$ cat config.mk
export PLATFORM = sky130hd
export DESIGN_NAME = lrip_bins
export DESIGN_NICKNAME = d
export VERILOG_FILES = /design/src/lrip_pkg.sv /design/src/lrip_div.sv /design/src/lrip_bins.sv
export SDC_FILE = /design/constraint.sdc
export NUM_CORES = 2
export LEC_CHECK = 0
export BUFFER_PORTS_ARGS = -buffer_cell sky130_fd_sc_hd__buf_2
export CAP_MARGIN = 20
export CORE_MARGIN = 2
export CORE_UTILIZATION = 55
export CTS_CLUSTER_SIZE = 20
export DETAILED_ROUTE_END_ITERATION = 8
export GPL_TIMING_DRIVEN = 0
export HOLD_SLACK_MARGIN = 0.15
export PLACE_DENSITY_LB_ADDON = 0.05
export SLEW_MARGIN = 20
export SYNTH_ARGS = -nofsm -noshare
export SYNTH_HDL_FRONTEND = slang
export SYNTH_SLANG_ARGS = --single-unit
export TNS_END_PERCENT = 100
$ cat constraint.sdc
create_clock -name clk -period 58.7 [get_ports clk]
set_clock_uncertainty 0.1 [all_clocks]
set_input_delay 5.87 -clock clk [delete_from_list [all_inputs] [get_ports clk]]
set_output_delay 5.87 -clock clk [all_outputs]
set_load 0.02 [all_outputs]
$ cat src/lrip_pkg.sv
// shared types and constants for the lidar range image projection block
package lrip_pkg;

  localparam int SQ_STEPS = 21;
  localparam int CORDIC_STEPS = 16;

  localparam logic signed [20:0] Q_PI      = 21'sd205887;
  localparam logic signed [20:0] Q_HALF_PI = 21'sd102944;
  localparam logic signed [20:0] Q_TWO_PI  = 21'sd411775;
  localparam logic [19:0] COL_DEN = 20'd823550;

  localparam logic signed [20:0] ATAN_TAB [CORDIC_STEPS] = '{
    21'sd51472, 21'sd30385, 21'sd16055, 21'sd8150, 21'sd4091, 21'sd2047, 21'sd1024,
    21'sd512, 21'sd256, 21'sd128, 21'sd64, 21'sd32, 21'sd16, 21'sd8, 21'sd4, 21'sd2
  };

  localparam logic [1:0] REG_OFFSET = 2'd0;
  localparam logic [1:0] REG_STEP   = 2'd1;
  localparam logic [1:0] REG_MINR   = 2'd2;

  localparam logic [17:0] OFFSET_RST = 18'd17272;
  localparam logic [17:0] STEP_RST   = 18'd2288;
  localparam logic [19:0] MINR_RST   = 20'd102;

  localparam logic [1:0] ST_OK   = 2'd0;
  localparam logic [1:0] ST_ROW  = 2'd1;
  localparam logic [1:0] ST_COL  = 2'd2;
  localparam logic [1:0] ST_NEAR = 2'd3;

  typedef struct packed {
    logic signed [19:0] x;
    logic signed [19:0] y;
    logic signed [19:0] z;
    logic [19:0]        h;
    logic [19:0]        rng;
    logic signed [20:0] elev;
    logic signed [20:0] azim;
    logic               rneg;
    logic               rbad;
    logic               cneg;
    logic [12:0]        cq;
    logic [6:0]         rq;
    logic [1:0]         status;
    logic [6:0]         row;
    logic [11:0]        col;
    logic [6:0]         qr;
    logic [11:0]        qc;
    logic [3:0]         rr;
    logic [3:0]         rc;
    logic [14:0]        tile;
    logic [14:0]        img;
    logic [14:0]        patch;
  } pt_t;

  typedef struct packed {
    logic vld;
    pt_t  d;
  } stg_t;

endpackage

$ cat src/lrip_div.sv
// pipelined restoring divider, one quotient bit per stage
module lrip_div #(
  parameter int NW = 22,
  parameter int DW = 18,
  parameter int QB = 4
) (
  input  logic          clk,
  input  logic          en,
  input  logic [NW-1:0] num,
  input  logic [DW-1:0] den,
  output logic [QB-1:0] quo
);
  localparam int CW = (NW > DW + QB) ? NW : DW + QB;

  logic [NW-1:0] rm_r [QB];
  logic [NW-1:0] rm_nxt [QB];
  logic [QB-1:0] qt_r [QB];
  logic [QB-1:0] qt_nxt [QB];

  always_comb begin
    logic [CW-1:0] cr;
    logic [CW-1:0] sd;
    logic [CW-1:0] df;
    logic [QB-1:0] pq;
    for (int j = 0; j < QB; j++) begin
      if (j == 0) begin
        cr = CW'(num);
        pq = '0;
      end else begin
        cr = CW'(rm_r[j-1]);
        pq = qt_r[j-1];
      end
      sd = CW'(den) << (QB - 1 - j);
      df = cr - sd;
      if (cr >= sd) begin
        rm_nxt[j] = df[NW-1:0];
        pq[QB-1-j] = 1'b1;
      end else begin
        rm_nxt[j] = cr[NW-1:0];
      end
      qt_nxt[j] = pq;
    end
  end

  always_ff @(posedge clk) begin
    if (en) begin
      rm_r <= rm_nxt;
      qt_r <= qt_nxt;
    end
  end

  assign quo = qt_r[QB-1];
endmodule

$ cat src/lrip_bins.sv
// row and column binning, rejection and image indexes
module lrip_bins #(
  parameter int ROWS = 16,
  parameter int COLUMNS = 1800,
  parameter int PATCH = 4
) (
  input  logic           clk,
  input  logic           rst_n,
  input  logic           en,
  input  logic [17:0]    row_angle_offset,
  input  logic [17:0]    row_angle_step,
  input  logic [19:0]    min_range,
  input  lrip_pkg::stg_t si,
  output lrip_pkg::stg_t so
);
  localparam int RB = $clog2(ROWS);
  localparam int CMW = 23 + $clog2(COLUMNS);
  localparam int RCW = (18 + RB > 22) ? 18 + RB : 22;
  localparam int TW = $clog2(COLUMNS) + 5;
  localparam int DS = RB + 2;
  localparam int D = RB + 7;
  localparam int SH = 20;
  localparam int CS = 52;
  localparam int NCELL = COLUMNS / PATCH;
  localparam logic [39:0] PM = 40'(((1 << SH) + PATCH - 1) / PATCH);
  localparam logic [64:0] CREC_W =
    ((65'd1 << CS) + 65'(lrip_pkg::COL_DEN) - 65'd1) / 65'(lrip_pkg::COL_DEN);
  localparam logic [32:0] CREC = CREC_W[32:0];
  localparam logic signed [CMW-1:0] COLS_M = CMW'(COLUMNS);
  localparam logic signed [TW-1:0] COLS_T = TW'(COLUMNS);

  lrip_pkg::stg_t tk_r [D];
  lrip_pkg::stg_t tk_nxt [D];
  logic signed [21:0]    rn_r, rn_nxt;
  logic signed [21:0]    da_r, da_nxt;
  logic [21:0]           rmag_r, rmag_nxt;
  logic signed [CMW-1:0] cn_r, cn_nxt;
  logic [31:0]           cd_r, cd_nxt;
  logic [RB-1:0]         rquo;

  lrip_div #(.NW(22), .DW(18), .QB(RB)) u_row_div (
    .clk(clk), .en(en), .num(rmag_r), .den(row_angle_step), .quo(rquo)
  );

  always_comb begin
    logic signed [21:0] rm;
    logic signed [CMW-1:0] cm;
    logic [64:0] cpr;
    logic signed [TW-1:0] qs;
    logic signed [TW-1:0] tt;
    logic signed [TW-1:0] hf;
    logic rowbad;
    logic colbad;
    logic near;
    logic [31:0] ti;
    logic [31:0] tr;
    logic [39:0] tc;
    logic [31:0] ta;
    logic [31:0] tb;
    logic [31:0] tl;
    logic [31:0] tp;
    lrip_pkg::pt_t p;

    tk_nxt[0] = si;
    for (int k = 1; k < D; k++) begin
      tk_nxt[k] = tk_r[k-1];
    end

    rn_nxt = 22'(si.d.elev) + $signed({4'b0000, row_angle_offset});
    da_nxt = 22'(si.d.azim) - 22'(lrip_pkg::Q_HALF_PI);

    rm = rn_r[21] ? -rn_r : rn_r;
    rmag_nxt = unsigned'(rm);
    tk_nxt[1].d.rneg = rn_r[21];
    tk_nxt[1].d.rbad = (row_angle_step == '0) ||
                       (RCW'(rmag_nxt) >= (RCW'(row_angle_step) << RB));
    cn_nxt = CMW'(da_r) * COLS_M;

    cm = cn_r[CMW-1] ? -cn_r : cn_r;
    tk_nxt[2].d.cneg = cn_r[CMW-1];
    cd_nxt = 32'({unsigned'(cm), 1'b0}) + 32'(unsigned'(lrip_pkg::Q_TWO_PI));

    // reciprocal scaling gives the exact quotient for any 32-bit numerator
    cpr = 65'(cd_r) * 65'(CREC);
    tk_nxt[3].d.cq = cpr[CS+12:CS];

    tk_nxt[RB+2].d.rq = 7'(rquo);

    p = tk_r[DS].d;
    rowbad = p.rbad || (p.rneg && (p.rq != '0)) || ({1'b0, p.rq} >= 8'(ROWS));
    qs = p.cneg ? -TW'(p.cq) : TW'(p.cq);
    tt = COLS_T - (qs <<< 1);
    hf = tt[TW-1] ? -((-tt) >>> 1) : (tt >>> 1);
    if (hf >= COLS_T) hf = hf - COLS_T;
    colbad = hf[TW-1] || (hf >= COLS_T);
    near = (p.rng == '0) || (p.rng < min_range);
    if (rowbad) tk_nxt[DS+1].d.status = lrip_pkg::ST_ROW;
    else if (colbad) tk_nxt[DS+1].d.status = lrip_pkg::ST_COL;
    else if (near) tk_nxt[DS+1].d.status = lrip_pkg::ST_NEAR;
    else tk_nxt[DS+1].d.status = lrip_pkg::ST_OK;
    if (!rowbad && !colbad && !near) begin
      tk_nxt[DS+1].d.row = p.rq;
      tk_nxt[DS+1].d.col = 12'(hf);
    end else begin
      tk_nxt[DS+1].d.row = '0;
      tk_nxt[DS+1].d.col = '0;
    end

    p = tk_r[DS+1].d;
    ti = 32'(p.row) * 32'(COLUMNS) + 32'(p.col);
    tr = 32'(p.row) * PM[31:0];
    tc = 40'(p.col) * PM;
    tk_nxt[DS+2].d.img = ti[14:0];
    tk_nxt[DS+2].d.qr = tr[SH+6:SH];
    tk_nxt[DS+2].d.qc = tc[SH+11:SH];

    p = tk_r[DS+2].d;
    ta = 32'(p.row) - 32'(p.qr) * 32'(PATCH);
    tb = 32'(p.col) - 32'(p.qc) * 32'(PATCH);
    tl = 32'(p.qr) * 32'(NCELL) + 32'(p.qc);
    tk_nxt[DS+3].d.rr = ta[3:0];
    tk_nxt[DS+3].d.rc = tb[3:0];
    tk_nxt[DS+3].d.tile = tl[14:0];

    p = tk_r[DS+3].d;
    tp = 32'(p.tile) * 32'(PATCH * PATCH) + 32'(p.rr) * 32'(PATCH) + 32'(p.rc);
    tk_nxt[DS+4].d.patch = tp[14:0];
  end

  always_ff @(posedge clk) begin
    if (!rst_n) begin
      for (int k = 0; k < D; k++) tk_r[k].vld <= 1'b0;
    end else if (en) begin
      tk_r <= tk_nxt;
    end
  end

  always_ff @(posedge clk) begin
    if (en) begin
      rn_r <= rn_nxt;
      da_r <= da_nxt;
      rmag_r <= rmag_nxt;
      cn_r <= cn_nxt;
      cd_r <= cd_nxt;
    end
  end

  assign so = tk_r[D-1];
endmodule

After elaboration in Yosys (flattened, before gate mapping) --
Index checks and enable logic that the tools add are counted.
Storage, ports and cells: bits of input ports 318, output and inout port bits 259, bits in registers 2139, logic and storage cells 231
Operators by class: multiplexer cells 11, reductions and logical operators 15, $mul 4, $lt $le $gt $ge 9, add/sub/neg operators 19
Operator list (number):
- $mux W22 | 4
- $mul A32 B32 Y64 const B | 1
- $add A32 B19 Y32 const B | 1
- $ge A16 B12 Y1 const B | 2
- $mux W16 | 2
- $mul A22 B9 Y31 const B | 1
- $mux W31 | 1
- $neg A31 Y31 | 1
- $add A21 B19 Y22 | 1
- $ge A22 B18 Y1 | 1
- $ge A22 B19 Y1 | 1
- $ge A22 B20 Y1 | 1
- $ge A22 B21 Y1 | 1
- $ge A22 B22 Y1 | 1
- $neg A22 Y22 | 1
- $sub A21 B18 Y22 const B | 1
- $sub A22 B19 Y22 | 1
- $sub A22 B20 Y22 | 1
- $sub A22 B21 Y22 | 1
- $logic_not A20 Y1 | 1
- $lt A20 B20 Y1 | 1
- $logic_not A18 Y1 | 1
- $neg A15 Y16 | 1
- $neg A16 Y16 | 1
- other kinds (19) | 29

Longest topological paths before layout --
depth in word-level cells 13, depth in mapped cells 29, gate-level depth less buffers 29

By module --
From an unflattened synthesis, not the netlist that was laid out.
Unflattened totals: cell total of the unflattened synthesis 5292, area total of the unflattened synthesis 90219.0 sq um
By module, submodules not included:
- lrip_bins | seq. area each 59647.2 sq um, instances 1, area each 83852.9 sq um, cells each 4643
- lrip_div | seq. area each 2282.2 sq um, instances 1, area each 6366.1 sq um, cells each 649

Least setup slack after synthesis --
No wires, ideal clock.
path kind in2reg, start point in en, end point reg tk_r (netlist bit so[100]) (enable), setup slack 8.135 ns, setup time 2.489 ns, required time 56.111 ns, path buffers 1, cell stages on the path 2, data arrival time 47.975 ns, cell sequence buf_1 > and2_1
Between the ends: cells in the longest elaborated chain, start to end 1
RTL lines:
- start: declaration | line lrip_bins.sv:9 | input logic en,
- $reduce_and A2 Y1 (no source line)
- end signal: assignment | line lrip_bins.sv:134 | tk_r <= tk_nxt;
- end: declaration | line lrip_bins.sv:32 | lrip_pkg::stg_t tk_r [D];
No other way between the ends. A chain may end at the register's enable or synchronous reset.

Worst setup path in the final report --
start point in en, end point reg tk_r (netlist bit so[12]) (enable)
The elaborated chain is that of the path after synthesis.

==> results_dict.tcl <==
set metrics [dict create \
    status "completed" \
    post_cts_resized 0 \
    fin_setup_tns_ps 0 \
    period_share_pct 17.09 \
    grt_use_total_pct 19.23 \
    cts_buffers 199 \
    postCtsSetupRepairBufs 0 \
    gp_congestion 0.9121 \
    finalNetCount 7264 \
    synth-async-reset-ratio_pct 0 \
    grt_pass1_vias 42710 \
    antenna_found_initial 31 \
    synth_common_cells "2055 x edfxtp_1, 706 x inv_1, 505 x ha_1" \
    tightest_slew_ps 997.0 \
    clockBufferDepth 3 \
    synthTopCellsByArea "edfxtp_1 69%, fa_1 9.7%, ha_1 7.0%, inv_1 2.9%, xnor2_1 1.7%" \
    wire_per_inst_um 18.99 \
    clock_latency_ps 830 \
    area.growth.synth_to_final_pct 13.87 \
    dpl.cell_count 7979 \
    r2r_setup_slack_ps 49650 \
    grt-ovfl-total 0 \
    setup.worst_path.end_class "flip-flop" \
    finalSetupViolations 0 \
    cp_max_fo 84 \
    cap_violations 0 \
    port_buffers 440 \
    hold_viol_final 0 \
    synth-edff-count 2055 \
    hold_class "reg -> reg" \
    rows 148 \
    syn-instance-count 5307 \
    cts_tree "yes" \
    worstHoldStart "tk_nxt[2449]" \
    routed_wl_um 158600 \
    num_vias 42490 \
    worst_path_largest_cell_delay_ps 550 \
    syn_area_sq_um 90010 \
    fill_cells 11890 \
    ios 577 \
    grt_max_degree 99 \
    cts.sinks 2066 \
    ys.flop_type "edfxtp_1" \
    worst-endpoint-required_ps 59090 \
    synth_largest_area_cell "edfxtp_1" \
    drtPass1Iterations 5 \
    core_area_sq_um 162600 \
    holdPathStages 0 \
    hpwl_um 118000 \
    cts.hold.buffers_added 0 \
    cp_common_cell "buf_16" \
    rsz0062_at_grt "no" \
    vias_per_cell 5.089 \
    die_area_sq_um 166900 \
    drc 0 \
    ys_seq_area_share_pct 68.81 \
    synth.most_common_cell "edfxtp_1" \
    r2r-start "cd_r[4]" \
    initial_utilization_pct 55.36 \
    reg2reg_to "tk_nxt[1666]" \
    layoutNonFillerInstCount 8350 \
    cp_top_family "buffers and inverters" \
    crit_chain "buf_8 -> buf_16 -> buf_1 -> and2_4 -> buf_16 -> buf_16 -> buf_12 -> buf_16 -> buf_16 -> buf_12 -> buf_16 -> buf_16 -> buf_16" \
    fin_crit_ps 10030 \
    max_freq_mhz 99.68 \
    clockRootBuffer "clkbuf_16" \
    slowest_stage "and2_4" \
    arrival_ps 10420 \
    path_clk_slew_ps 60 \
    drive_gt1_share_pct 14.63 \
    ys_seq_elements 2066 \
    yosys_warnings 0 \
    drtIter0Drc 2820 \
    synth_cell_types 101 \
    grt_pass1_wl_um 243700 \
    crit_path_start_kind "input port" \
    postSynthAreaPerCell_sq_um 16.96 \
    die_w_um 408.5 \
    htree_levels 4 \
    whs_endpoint "tk_nxt[2190]" \
    reg2reg_depth 22 \
    die_h_um 408.5 \
    slew_violations 0 \
    slew_headroom_pct 33.24 \
    cp_num_buf_inv 12 \
    path_class "in -> reg" \
    ant_nets 0 \
    synth_top_area_share_pct 68.56 \
]
## metal layers
metal | track usage, % | wire, um | share of wire (%) | vias to the layer above
met4 | 5.815 | 3892 | 2.5 | 0
li1 | - | - | - | 20570
met1 | 26.33 | 70520 | 44 | 20800
met5 | 0 | 0 | 0 | -
met3 | 3.348 | 6547 | 4.1 | 261
met2 | 31.81 | 77600 | 49 | 857
## layout make-up
cell class	count	area [sq um]	area share [%]
clock buffers	234	5154	5.028
flip-flops and latches	2066	61930	60.42
multi-input cells	2450	24890	24.29
diodes	3	7.507	0.007325
clock inverters	134	1324	1.292
inverters	706	2650	2.586
plain buffers	105	620.6	0.6055
repair buffers	477	3193	3.115
well taps	2175	2721	2.655
## how the worst max path moves through the flow
stage,startpoint,endpoint,slack (ps),depth (start not counted)
5_1_grt,en,so[76],48340,13
3_3_place_gp,en,so[4],-10230,3
6_report,en,so[12],48670,13
3_5_place_dp,en,so[49],47750,13
2_1_floorplan,en,so[100],8140,2
4_1_cts,en,so[49],48680,13
## state kept, by name, indices dropped and copies added (netlist names)
| signal | cells |
|---|---|
| cd_r | 28 |
| u_row_div.qt_nxt | 6 |
| da_r | 22 |
| u_row_div.rm_r | 66 |
| rn_r | 22 |
| cn_r | 29 |
| tk_nxt | 1652 |
| so | 215 |
| u_row_div.quo | 4 |
| rmag_r | 22 |
## logic make-up (layout without fill, tap and decap cells)
family	after synthesis	in the layout	synth area share [%]
compound gates	596	596	4.483
xor+xnor	250	250	2.480
fa+ha+maj	941	941	16.72
buf+inv	811	1656	3.634
flops	2066	2066	68.81
mux	31	31	0.3614
other cells	1	24	0.004166
simple gates	611	611	3.514
## layout by cell type (no fill, tap or decap), types with 36 or more instances in the layout
cell type / count
clkinv_2: 38
ha_1: 505
nand2_1: 140
nor3_1: 41
inv_1: 706
a21oi_1: 152
fa_1: 436
edfxtp_1: 2055
nand3_1: 39
nor2b_1: 39
clkinv_1: 41
o21ai_0: 109
buf_2: 449
nor2_1: 140
buf_4: 45
xnor2_1: 173
nand2b_1: 36
a21o_1: 73
clkbuf_1: 75
xor2_1: 73
clkbuf_16: 201
## per-stage QoR
step	hold WS, ps	instance area, sq um	utilization (%)	setup slack (ps)
6_report	284.4	102500	63.04	48670
5_1_grt	279.1	102500	63.04	48340
4_1_cts	277.3	102500	63.03	48680
3_5_place_dp	304.5	96000	59.05	47750
3_3_place_gp	300.0	95000	58.43	-10230
2_1_floorplan	300.3	90080	-	8135
Power is not shown: default switching activity piles up to over one toggle a cycle in this logic, so the estimate is an artifact.
